File: src/design/egcd_pkg.sv
// Shared constants and types for the extended GCD block.
// Used by the channel interfaces, the divider and the top level; no dependencies.
package egcd_pkg;

	// Operand width and the width of the signed Bezout coefficients.
	localparam int OPND_W = 32;
	localparam int COEF_W = OPND_W + 1;

	// Step counter of the divider: counts OPND_W - 1 down to zero.
	localparam int CNT_W = $clog2(OPND_W);

	// Divider control from the sequencer.
	typedef struct packed {
		logic start;
	} div_ctrl_t;

	// Divider status to the sequencer.
	typedef struct packed {
		logic busy;
		logic done;
	} div_stat_t;

endpackage

File: src/design/egcd_in_if.sv
// Operand channel of the extended GCD block: valid/ready handshake and two operands.
// Depends on egcd_pkg for the operand width.
interface egcd_in_if;
	logic                        valid;
	logic                        ready;
	logic [egcd_pkg::OPND_W-1:0] x_value;
	logic [egcd_pkg::OPND_W-1:0] y_value;

	modport source (output valid, output x_value, output y_value, input ready);
	modport sink   (input valid, input x_value, input y_value, output ready);
endinterface

File: src/design/egcd_out_if.sv
// Result channel of the extended GCD block: valid/ready handshake, gcd and coefficients.
// Depends on egcd_pkg for the operand and coefficient widths.
interface egcd_out_if;
	logic                               valid;
	logic                               ready;
	logic        [egcd_pkg::OPND_W-1:0] gcd_value;
	logic signed [egcd_pkg::COEF_W-1:0] coef_x;
	logic signed [egcd_pkg::COEF_W-1:0] coef_y;

	modport source (output valid, output gcd_value, output coef_x, output coef_y, input ready);
	modport sink   (input valid, input gcd_value, input coef_x, input coef_y, output ready);
endinterface

File: src/design/extended_gcd.sv
// Extended GCD: one Euclid step per division of the bit-serial divider, repeated until
// the second remainder is zero.
// One item is in work at a time; the bit-serial divider sets the step length.
// A finished result waits in an output register while the next item is taken.
// Reset (arst_n, asynchronous) empties the sequencer and the output register.
// Depends on egcd_pkg, egcd_in_if, egcd_out_if and egcd_divider.
module extended_gcd (
	input  logic       clk,
	input  logic       arst_n,
	egcd_in_if.sink    operands,
	egcd_out_if.source result
);

	// Sequencer states.
	localparam logic [1:0] ST_IDLE  = 2'd0;
	localparam logic [1:0] ST_CHECK = 2'd1;
	localparam logic [1:0] ST_DIV   = 2'd2;

	logic [1:0] state_q;

	// Working remainders and Bezout coefficients. The invariants are
	// rx = ca*x + cb*y and ry = cc*x + cd*y, all coefficients modulo 2^COEF_W.
	logic [egcd_pkg::OPND_W-1:0] rx_q;
	logic [egcd_pkg::OPND_W-1:0] ry_q;
	logic [egcd_pkg::COEF_W-1:0] ca_q;
	logic [egcd_pkg::COEF_W-1:0] cb_q;
	logic [egcd_pkg::COEF_W-1:0] cc_q;
	logic [egcd_pkg::COEF_W-1:0] cd_q;

	// Output register.
	logic                        out_valid_q;
	logic [egcd_pkg::OPND_W-1:0] gcd_q;
	logic [egcd_pkg::COEF_W-1:0] coef_x_q;
	logic [egcd_pkg::COEF_W-1:0] coef_y_q;

	egcd_pkg::div_ctrl_t         div_ctrl;
	egcd_pkg::div_stat_t         div_stat;
	logic [egcd_pkg::OPND_W-1:0] div_rem;
	logic [egcd_pkg::COEF_W-1:0] prod_c;
	logic [egcd_pkg::COEF_W-1:0] prod_d;

	logic in_fire;
	logic finish;

	assign operands.ready = (state_q == ST_IDLE);
	assign in_fire        = operands.valid && operands.ready;

	// The recurrence ends when the second remainder is zero. The result is only
	// written once the output register is free or being emptied in this cycle.
	assign finish = (state_q == ST_CHECK) && (ry_q == '0) &&
		(!out_valid_q || result.ready);

	// In the check state, a new division starts whenever the second remainder is still nonzero.
	assign div_ctrl.start = (state_q == ST_CHECK) && (ry_q != '0);

	egcd_divider u_div (
		.clk      (clk),
		.arst_n   (arst_n),
		.ctrl     (div_ctrl),
		.dividend (rx_q),
		.divisor  (ry_q),
		.coef_c   (cc_q),
		.coef_d   (cd_q),
		.stat     (div_stat),
		.remainder(div_rem),
		.prod_c   (prod_c),
		.prod_d   (prod_d)
	);

	always_ff @(posedge clk or negedge arst_n) begin
		if (!arst_n) begin
			state_q <= ST_IDLE;
		end else begin
			unique case (state_q)
				ST_IDLE: begin
					if (in_fire) begin
						state_q <= ST_CHECK;
					end
				end
				ST_CHECK: begin
					if (div_ctrl.start) begin
						state_q <= ST_DIV;
					end else if (finish) begin
						state_q <= ST_IDLE;
					end
				end
				ST_DIV: begin
					if (div_stat.done) begin
						state_q <= ST_CHECK;
					end
				end
				default: begin
					state_q <= ST_IDLE;
				end
			endcase
		end
	end

	// Load the operands, then apply one Euclid step per finished division:
	// (rx, ry) <- (ry, rx mod ry) and (ca, cc) <- (cc, ca - q*cc), same for cb, cd.
	always_ff @(posedge clk) begin
		if (in_fire) begin
			rx_q <= operands.x_value;
			ry_q <= operands.y_value;
			ca_q <= egcd_pkg::COEF_W'(1);
			cb_q <= '0;
			cc_q <= '0;
			cd_q <= egcd_pkg::COEF_W'(1);
		end else if (state_q == ST_DIV && div_stat.done) begin
			rx_q <= ry_q;
			ry_q <= div_rem;
			ca_q <= cc_q;
			cc_q <= ca_q - prod_c;
			cb_q <= cd_q;
			cd_q <= cb_q - prod_d;
		end
	end

	always_ff @(posedge clk or negedge arst_n) begin
		if (!arst_n) begin
			out_valid_q <= 1'b0;
		end else begin
			out_valid_q <= (out_valid_q && !result.ready) || finish;
		end
	end

	always_ff @(posedge clk) begin
		if (finish) begin
			gcd_q    <= rx_q;
			coef_x_q <= ca_q;
			coef_y_q <= cb_q;
		end
	end

	assign result.valid     = out_valid_q;
	assign result.gcd_value = gcd_q;
	assign result.coef_x    = coef_x_q;
	assign result.coef_y    = coef_y_q;

endmodule

File: src/design/egcd_divider.sv
// Restoring shift-subtract divider, one quotient bit per cycle, that also forms
// quotient * coefficient for two coefficients by Horner accumulation. Uses egcd_pkg.
module egcd_divider (
	input  logic                        clk,
	input  logic                        arst_n,
	input  egcd_pkg::div_ctrl_t         ctrl,
	input  logic [egcd_pkg::OPND_W-1:0] dividend,
	input  logic [egcd_pkg::OPND_W-1:0] divisor,
	input  logic [egcd_pkg::COEF_W-1:0] coef_c,
	input  logic [egcd_pkg::COEF_W-1:0] coef_d,
	output egcd_pkg::div_stat_t         stat,
	output logic [egcd_pkg::OPND_W-1:0] remainder,
	output logic [egcd_pkg::COEF_W-1:0] prod_c,
	output logic [egcd_pkg::COEF_W-1:0] prod_d
);

	logic                        busy_q;
	logic                        done_q;
	logic [egcd_pkg::CNT_W-1:0]  cnt_q;
	logic [egcd_pkg::OPND_W-1:0] rem_q;
	logic [egcd_pkg::OPND_W-1:0] quo_q;
	logic [egcd_pkg::COEF_W-1:0] pc_q;
	logic [egcd_pkg::COEF_W-1:0] pd_q;

	logic [egcd_pkg::OPND_W:0]   partial;
	logic [egcd_pkg::OPND_W+1:0] diff;
	logic                        qbit;
	logic [egcd_pkg::OPND_W-1:0] rem_next;

	// Bring down the next dividend bit and try to subtract the divisor.
	always_comb begin
		partial  = {rem_q, quo_q[egcd_pkg::OPND_W-1]};
		diff     = {1'b0, partial} - {2'b00, divisor};
		qbit     = ~diff[egcd_pkg::OPND_W+1];
		rem_next = qbit ? diff[egcd_pkg::OPND_W-1:0] : partial[egcd_pkg::OPND_W-1:0];
	end

	always_ff @(posedge clk or negedge arst_n) begin
		if (!arst_n) begin
			busy_q <= 1'b0;
			done_q <= 1'b0;
		end else begin
			done_q <= 1'b0;
			if (ctrl.start) begin
				busy_q <= 1'b1;
			end else if (busy_q && cnt_q == '0) begin
				busy_q <= 1'b0;
				done_q <= 1'b1;
			end
		end
	end

	always_ff @(posedge clk) begin
		if (ctrl.start) begin
			cnt_q <= egcd_pkg::CNT_W'(egcd_pkg::OPND_W - 1);
			rem_q <= '0;
			quo_q <= dividend;
			pc_q  <= '0;
			pd_q  <= '0;
		end else if (busy_q) begin
			cnt_q <= cnt_q - 1'b1;
			rem_q <= rem_next;
			quo_q <= {quo_q[egcd_pkg::OPND_W-2:0], 1'b0};
			// Products are kept modulo 2^COEF_W, which is all the result needs.
			pc_q  <= {pc_q[egcd_pkg::COEF_W-2:0], 1'b0} + (qbit ? coef_c : '0);
			pd_q  <= {pd_q[egcd_pkg::COEF_W-2:0], 1'b0} + (qbit ? coef_d : '0);
		end
	end

	assign stat.busy = busy_q;
	assign stat.done = done_q;
	assign remainder = rem_q;
	assign prod_c    = pc_q;
	assign prod_d    = pd_q;

endmodule

File: src/flat_wrapper.sv
// flat-port wrapper written by rule: the top's interface ports become plain ports
module extended_gcd_flat 
  (clk, arst_n, operands_valid, operands_x_value, operands_y_value, operands_ready, result_valid, result_gcd_value, result_coef_x, result_coef_y, result_ready);
  egcd_in_if operands_i ();
  egcd_out_if result_i ();
  input  logic clk;
  input  logic arst_n;
  input wire logic [$bits(operands_i.valid)-1:0] operands_valid;
  input wire logic [$bits(operands_i.x_value)-1:0] operands_x_value;
  input wire logic [$bits(operands_i.y_value)-1:0] operands_y_value;
  output wire logic [$bits(operands_i.ready)-1:0] operands_ready;
  output wire logic [$bits(result_i.valid)-1:0] result_valid;
  output wire logic [$bits(result_i.gcd_value)-1:0] result_gcd_value;
  output wire logic [$bits(result_i.coef_x)-1:0] result_coef_x;
  output wire logic [$bits(result_i.coef_y)-1:0] result_coef_y;
  input wire logic [$bits(result_i.ready)-1:0] result_ready;
  assign operands_i.valid = operands_valid;
  assign operands_i.x_value = operands_x_value;
  assign operands_i.y_value = operands_y_value;
  assign operands_ready = operands_i.ready;
  assign result_valid = result_i.valid;
  assign result_gcd_value = result_i.gcd_value;
  assign result_coef_x = result_i.coef_x;
  assign result_coef_y = result_i.coef_y;
  assign result_i.ready = result_ready;
  extended_gcd u_core (.clk(clk), .arst_n(arst_n), .operands(operands_i), .result(result_i));
endmodule
File: config.mk
export PLATFORM = sky130hd
export DESIGN_NAME = extended_gcd_flat
export DESIGN_NICKNAME = d
export VERILOG_FILES = /design/src/design/egcd_pkg.sv /design/src/design/egcd_in_if.sv /design/src/design/egcd_out_if.sv /design/src/design/extended_gcd.sv /design/src/design/egcd_divider.sv /design/src/flat_wrapper.sv
export SDC_FILE = /design/constraint.sdc
export NUM_CORES = 1
export LEC_CHECK = 0
export BUFFER_PORTS_ARGS = -buffer_cell sky130_fd_sc_hd__buf_2
export CORE_AREA = 2 2 187 234
export CTS_BUF_LIST = sky130_fd_sc_hd__clkbuf_8
export DETAILED_ROUTE_END_ITERATION = 8
export DIE_AREA = 0 0 189 236
export PLACE_DENSITY_LB_ADDON = 0.08
export SETUP_SLACK_MARGIN = 0.15
export SLEW_MARGIN = 20
export SYNTH_ARGS = -nofsm -noshare
export SYNTH_HDL_FRONTEND = slang
export SYNTH_SLANG_ARGS = --single-unit
File: constraint.sdc
create_clock -name clk -period 5.5 [get_ports clk]
set_input_delay 1.1 -clock clk [delete_from_list [all_inputs] [get_ports clk]]
set_output_delay 1.1 -clock clk [all_outputs]
set_load 0.01 [all_outputs]
==> qor.yml <==
cts_tree: "built"
slowest_stage: "edfxtp_1"
synth-edff-count: 194
maxCapViolCount: 0
setup.worst_path.start_class: "flop"
path_cells: "inv_2 > ha_4 > nor2b_4 > o31a_1 > a2111oi_2 > buf_4 > o2bb2ai_2 > o31ai_2 > buf_4 > o21ai_4 > buf_6 > and2_1 > ha_1 > o211ai_1 > o21ai_2 > o2111ai_2 > o31ai_4 > a41oi_2 > buf_4 > o21ai_4 > a2111oi_4 > nor4b_2 > mux2i_1 > o311ai_1"
pwr-share-comb: 0.419
drc_errors: 0
drt_iter0_drc: 1239
chipWidth_um: 189
tightest_slew_ns: 0.959
cts-root-buf: "clkbuf_8"
die_h_um: 236
synthFlopType: "dfxtp_1"
clk_pin_slew_ns: 0.06
cts.htree.levels: 3
critPathMaxFanout: 10
power.share.switching: 0.385
start_util: 0.560
arrival_ns: 5.74
synth_fp_nets: 2944
fp.coreArea_um2: 42600
final_core_util: 0.639
viasPerCell: 5.66
finalSetupViolations: 0
finalSetupTns_ns: 0
finalClockSkew_ns: 0.0265
yosys_warnings: 0
ctsHoldBuffers: 0
cts_num_sinks: 434
netlist_instances: 2712
fin_cells: 3542
layout-drive-gt1-share: 0.136
grt_pass1_vias: 19760
hpwl_um: 41500
worst-path-buf-inv: 5
fin_crit_sh: 0.954
critPathMostFrequentCell: "buf_4"
async_reset_ff_frac: 0.0115
dp.cells: 3403
grt_overflow: 0
ant_nets: 0
wire_per_inst_um: 16.9
p_leak_nw: 12.1
drt-pass1-iter-count: 8
grt_max_degree: 200
p_seq_frac: 0.364
p_clk_frac: 0.217
fillers: 3751
power.internal_mw: 7.45
gp_congestion: 0.946
p_per_area_nw_per_um2: 444
io_buffers: 167
yosysSeqAreaShare: 0.446
ys_types: 78
whs_ns: 0.251
ir_drop_mv: 0.292
hold_viol_final: 0
vias: 20045
floorplan.rows: 85
switching_power_mw: 4.66
max_freq_mhz: 191
placed_area_um2: 25600
worstSetupEndpointType: "flop"
cp.required_ns: 5.99
fin_area_um2: 27300
clockBufferDepth: 3
fin_nets: 3151
clock_latency_ns: 0.66
antenna_found_initial: 2
pin_count: 168
status: "completed"
ys_ff_latch: 434
synth_area_um2: 23900
worstSetupStartpoint: "u_core.ry_q[1]"
cp_top_family: "compound AO/OA/AOI/OAI gates"
relSlewSlack: 0.361
die_area_um2: 44600
drv_slew: 0
hp-class: "in2async"
area_growth_pct: 14.1
grtUsageTotal: 0.265
reg2reg_from: "u_core.ry_q[1]"
grt_pass1_wl_um: 96100
rsz0062_at_grt: "true"
fin_crit_ns: 5.25
numCtsBuffers: 73
slowest_delay_ns: 0.40
wl_um: 60000
syn_avg_cell_area_um2: 8.80
path_class: "reg2reg"
-- cell usage in the layout, fill, tap and decap left out, drive strengths merged, types with 7 or more instances in the layout --
cell,instances
a211o,8
a211oi,27
a21o,59
a21oi,260
a31oi,28
and2,71
and3,17
buf,248
clkbuf,81
clkinv,22
dfxtp,235
edfxtp,194
ha,159
inv,176
mux2i,43
nand2,562
nand2b,26
nand3,27
nand4,17
nor2,176
nor2b,8
nor3,33
nor4,11
o2111ai,7
o211ai,18
o21a,25
o21ai,155
o21bai,19
o31ai,11
or3,12
xnor2,83
xor2,47
-- stage by stage --
stage / power [mW] / setup WS [ns]
finish: 12.1 / 0.254
global route: 12.9 / 0.0172
CTS: 12.0 / 0.160
detailed placement: 9.34 / 0.0696
global placement: 9.24 / 0.187
floorplan: 8.02 / 0.199
-- registers in the layout, indices dropped and copies added (netlist names) --
register,cells
u_core.u_div.remainder,32
u_core.result.valid,1
u_core.rx_q,32
u_core.u_div.prod_d,33
u_core.result.gcd_value,32
u_core.ca_q,33
u_core.u_div.cnt_q,5
u_core.state_q,2
u_core.cb_q,33
u_core.result.coef_y,33
u_core.cd_q,33
u_core.u_div.prod_c,33
u_core.ry_q,32
u_core.u_div.busy_q,1
u_core.u_div.quo_q,32
u_core.cc_q,33
u_core.result.coef_x,33
u_core.u_div.done_q,1
-- cell families (layout without fill, tap and decap cells) --
logic type | count (synthesis) | in the layout | share of synthesized area
AO/OA/AOI/OAI | 689 | 689 | 0.178
buffers and inverters | 264 | 528 | 0.0418
adder cells (fa/ha/maj) | 164 | 164 | 0.0875
multiplexers | 44 | 44 | 0.0185
other | 0 | 1 | 0
flip-flops | 434 | 434 | 0.446
AND/OR/NAND/NOR | 987 | 987 | 0.180
XOR/XNOR | 130 | 130 | 0.0477
-- cell usage after synthesis, types with 8 or more instances --
library cell,count,share of area
o21ai_0,147,0.031
o31ai_1,9,0.0028
and2_1,71,0.019
a211oi_1,27,0.0085
o211ai_1,18,0.0057
nor4_1,11,0.0029
a21o_1,59,0.019
buf_1,12,0.0019
nand2_1,562,0.088
xnor2_1,83,0.030
a211o_1,8,0.0029
ha_1,159,0.083
inv_1,147,0.023
o21a_1,25,0.0079
a31oi_1,28,0.0073
or3_1,12,0.0031
nor2b_1,8,0.0021
a21oi_1,259,0.054
nor3_1,32,0.0067
and3_1,17,0.0045
o21bai_1,19,0.0060
dfxtp_1,235,0.20
mux2i_1,43,0.018
nor2_1,176,0.028
xor2_1,47,0.017
nand3_1,27,0.0057
clkbuf_1,99,0.016
nand4_1,17,0.0045
edfxtp_1,194,0.24
nand2b_1,26,0.0068
-- final timing paths --
check                                             end  slack (ns)  cells past startpoint
setup / recovery              u_core.u_div.prod_c[31]        0.25                     24
hold / removal                    u_core.result.valid        0.25                      1
setup reg to reg              u_core.u_div.prod_c[31]        0.25                     24
hold reg to reg            u_core.result.gcd_value[0]        0.44                      0
max in group asynchronous         u_core.u_div.busy_q        5.08                      1
min in group clk           u_core.result.gcd_value[0]        0.44                      0
-- layout make-up --
type	instances	area, µm²	share of cell area
Antenna cell	1	2.50	0.0000918
Clock buffer	80	1100	0.0404
Clock inverter	52	216	0.00794
Inverter	147	552	0.0202
Multi-Input combinational cell	2014	12500	0.459
Sequential cell	434	10700	0.391
Tap cell	565	707	0.0259
Timing Repair Buffer	249	1500	0.0550
-- power by group through the flow --
stage	sequential [mW]	clock [mW]	combinational, mW
after floorplan	4.35	0	3.67
after global placement	4.44	0	4.80
after detailed placement	4.46	0	4.88
after CTS	4.40	2.70	4.92
after global routing	4.47	2.84	5.64
final	4.41	2.62	5.08
-- what timing repair did --
item	4_1_cts	5_1_grt
pin swaps	0	20
buffers inserted	0	5
endpoints found under the setup margin	3	15
hold endpoints to repair	0	0
gates cloned	0	1
gates resized for setup	7	43
-- per-layer routing --
layer / global-route usage / wire length, µm / vias up
li1: - / - / 9928
met1: 0.310 / 24700 / 9486
met2: 0.481 / 30500 / 496
met3: 0.0368 / 2760 / 135
met4: 0.116 / 2010 / 0
met5: 0 / 0 / -
Note: power is estimated with default switching activity, not from simulation.
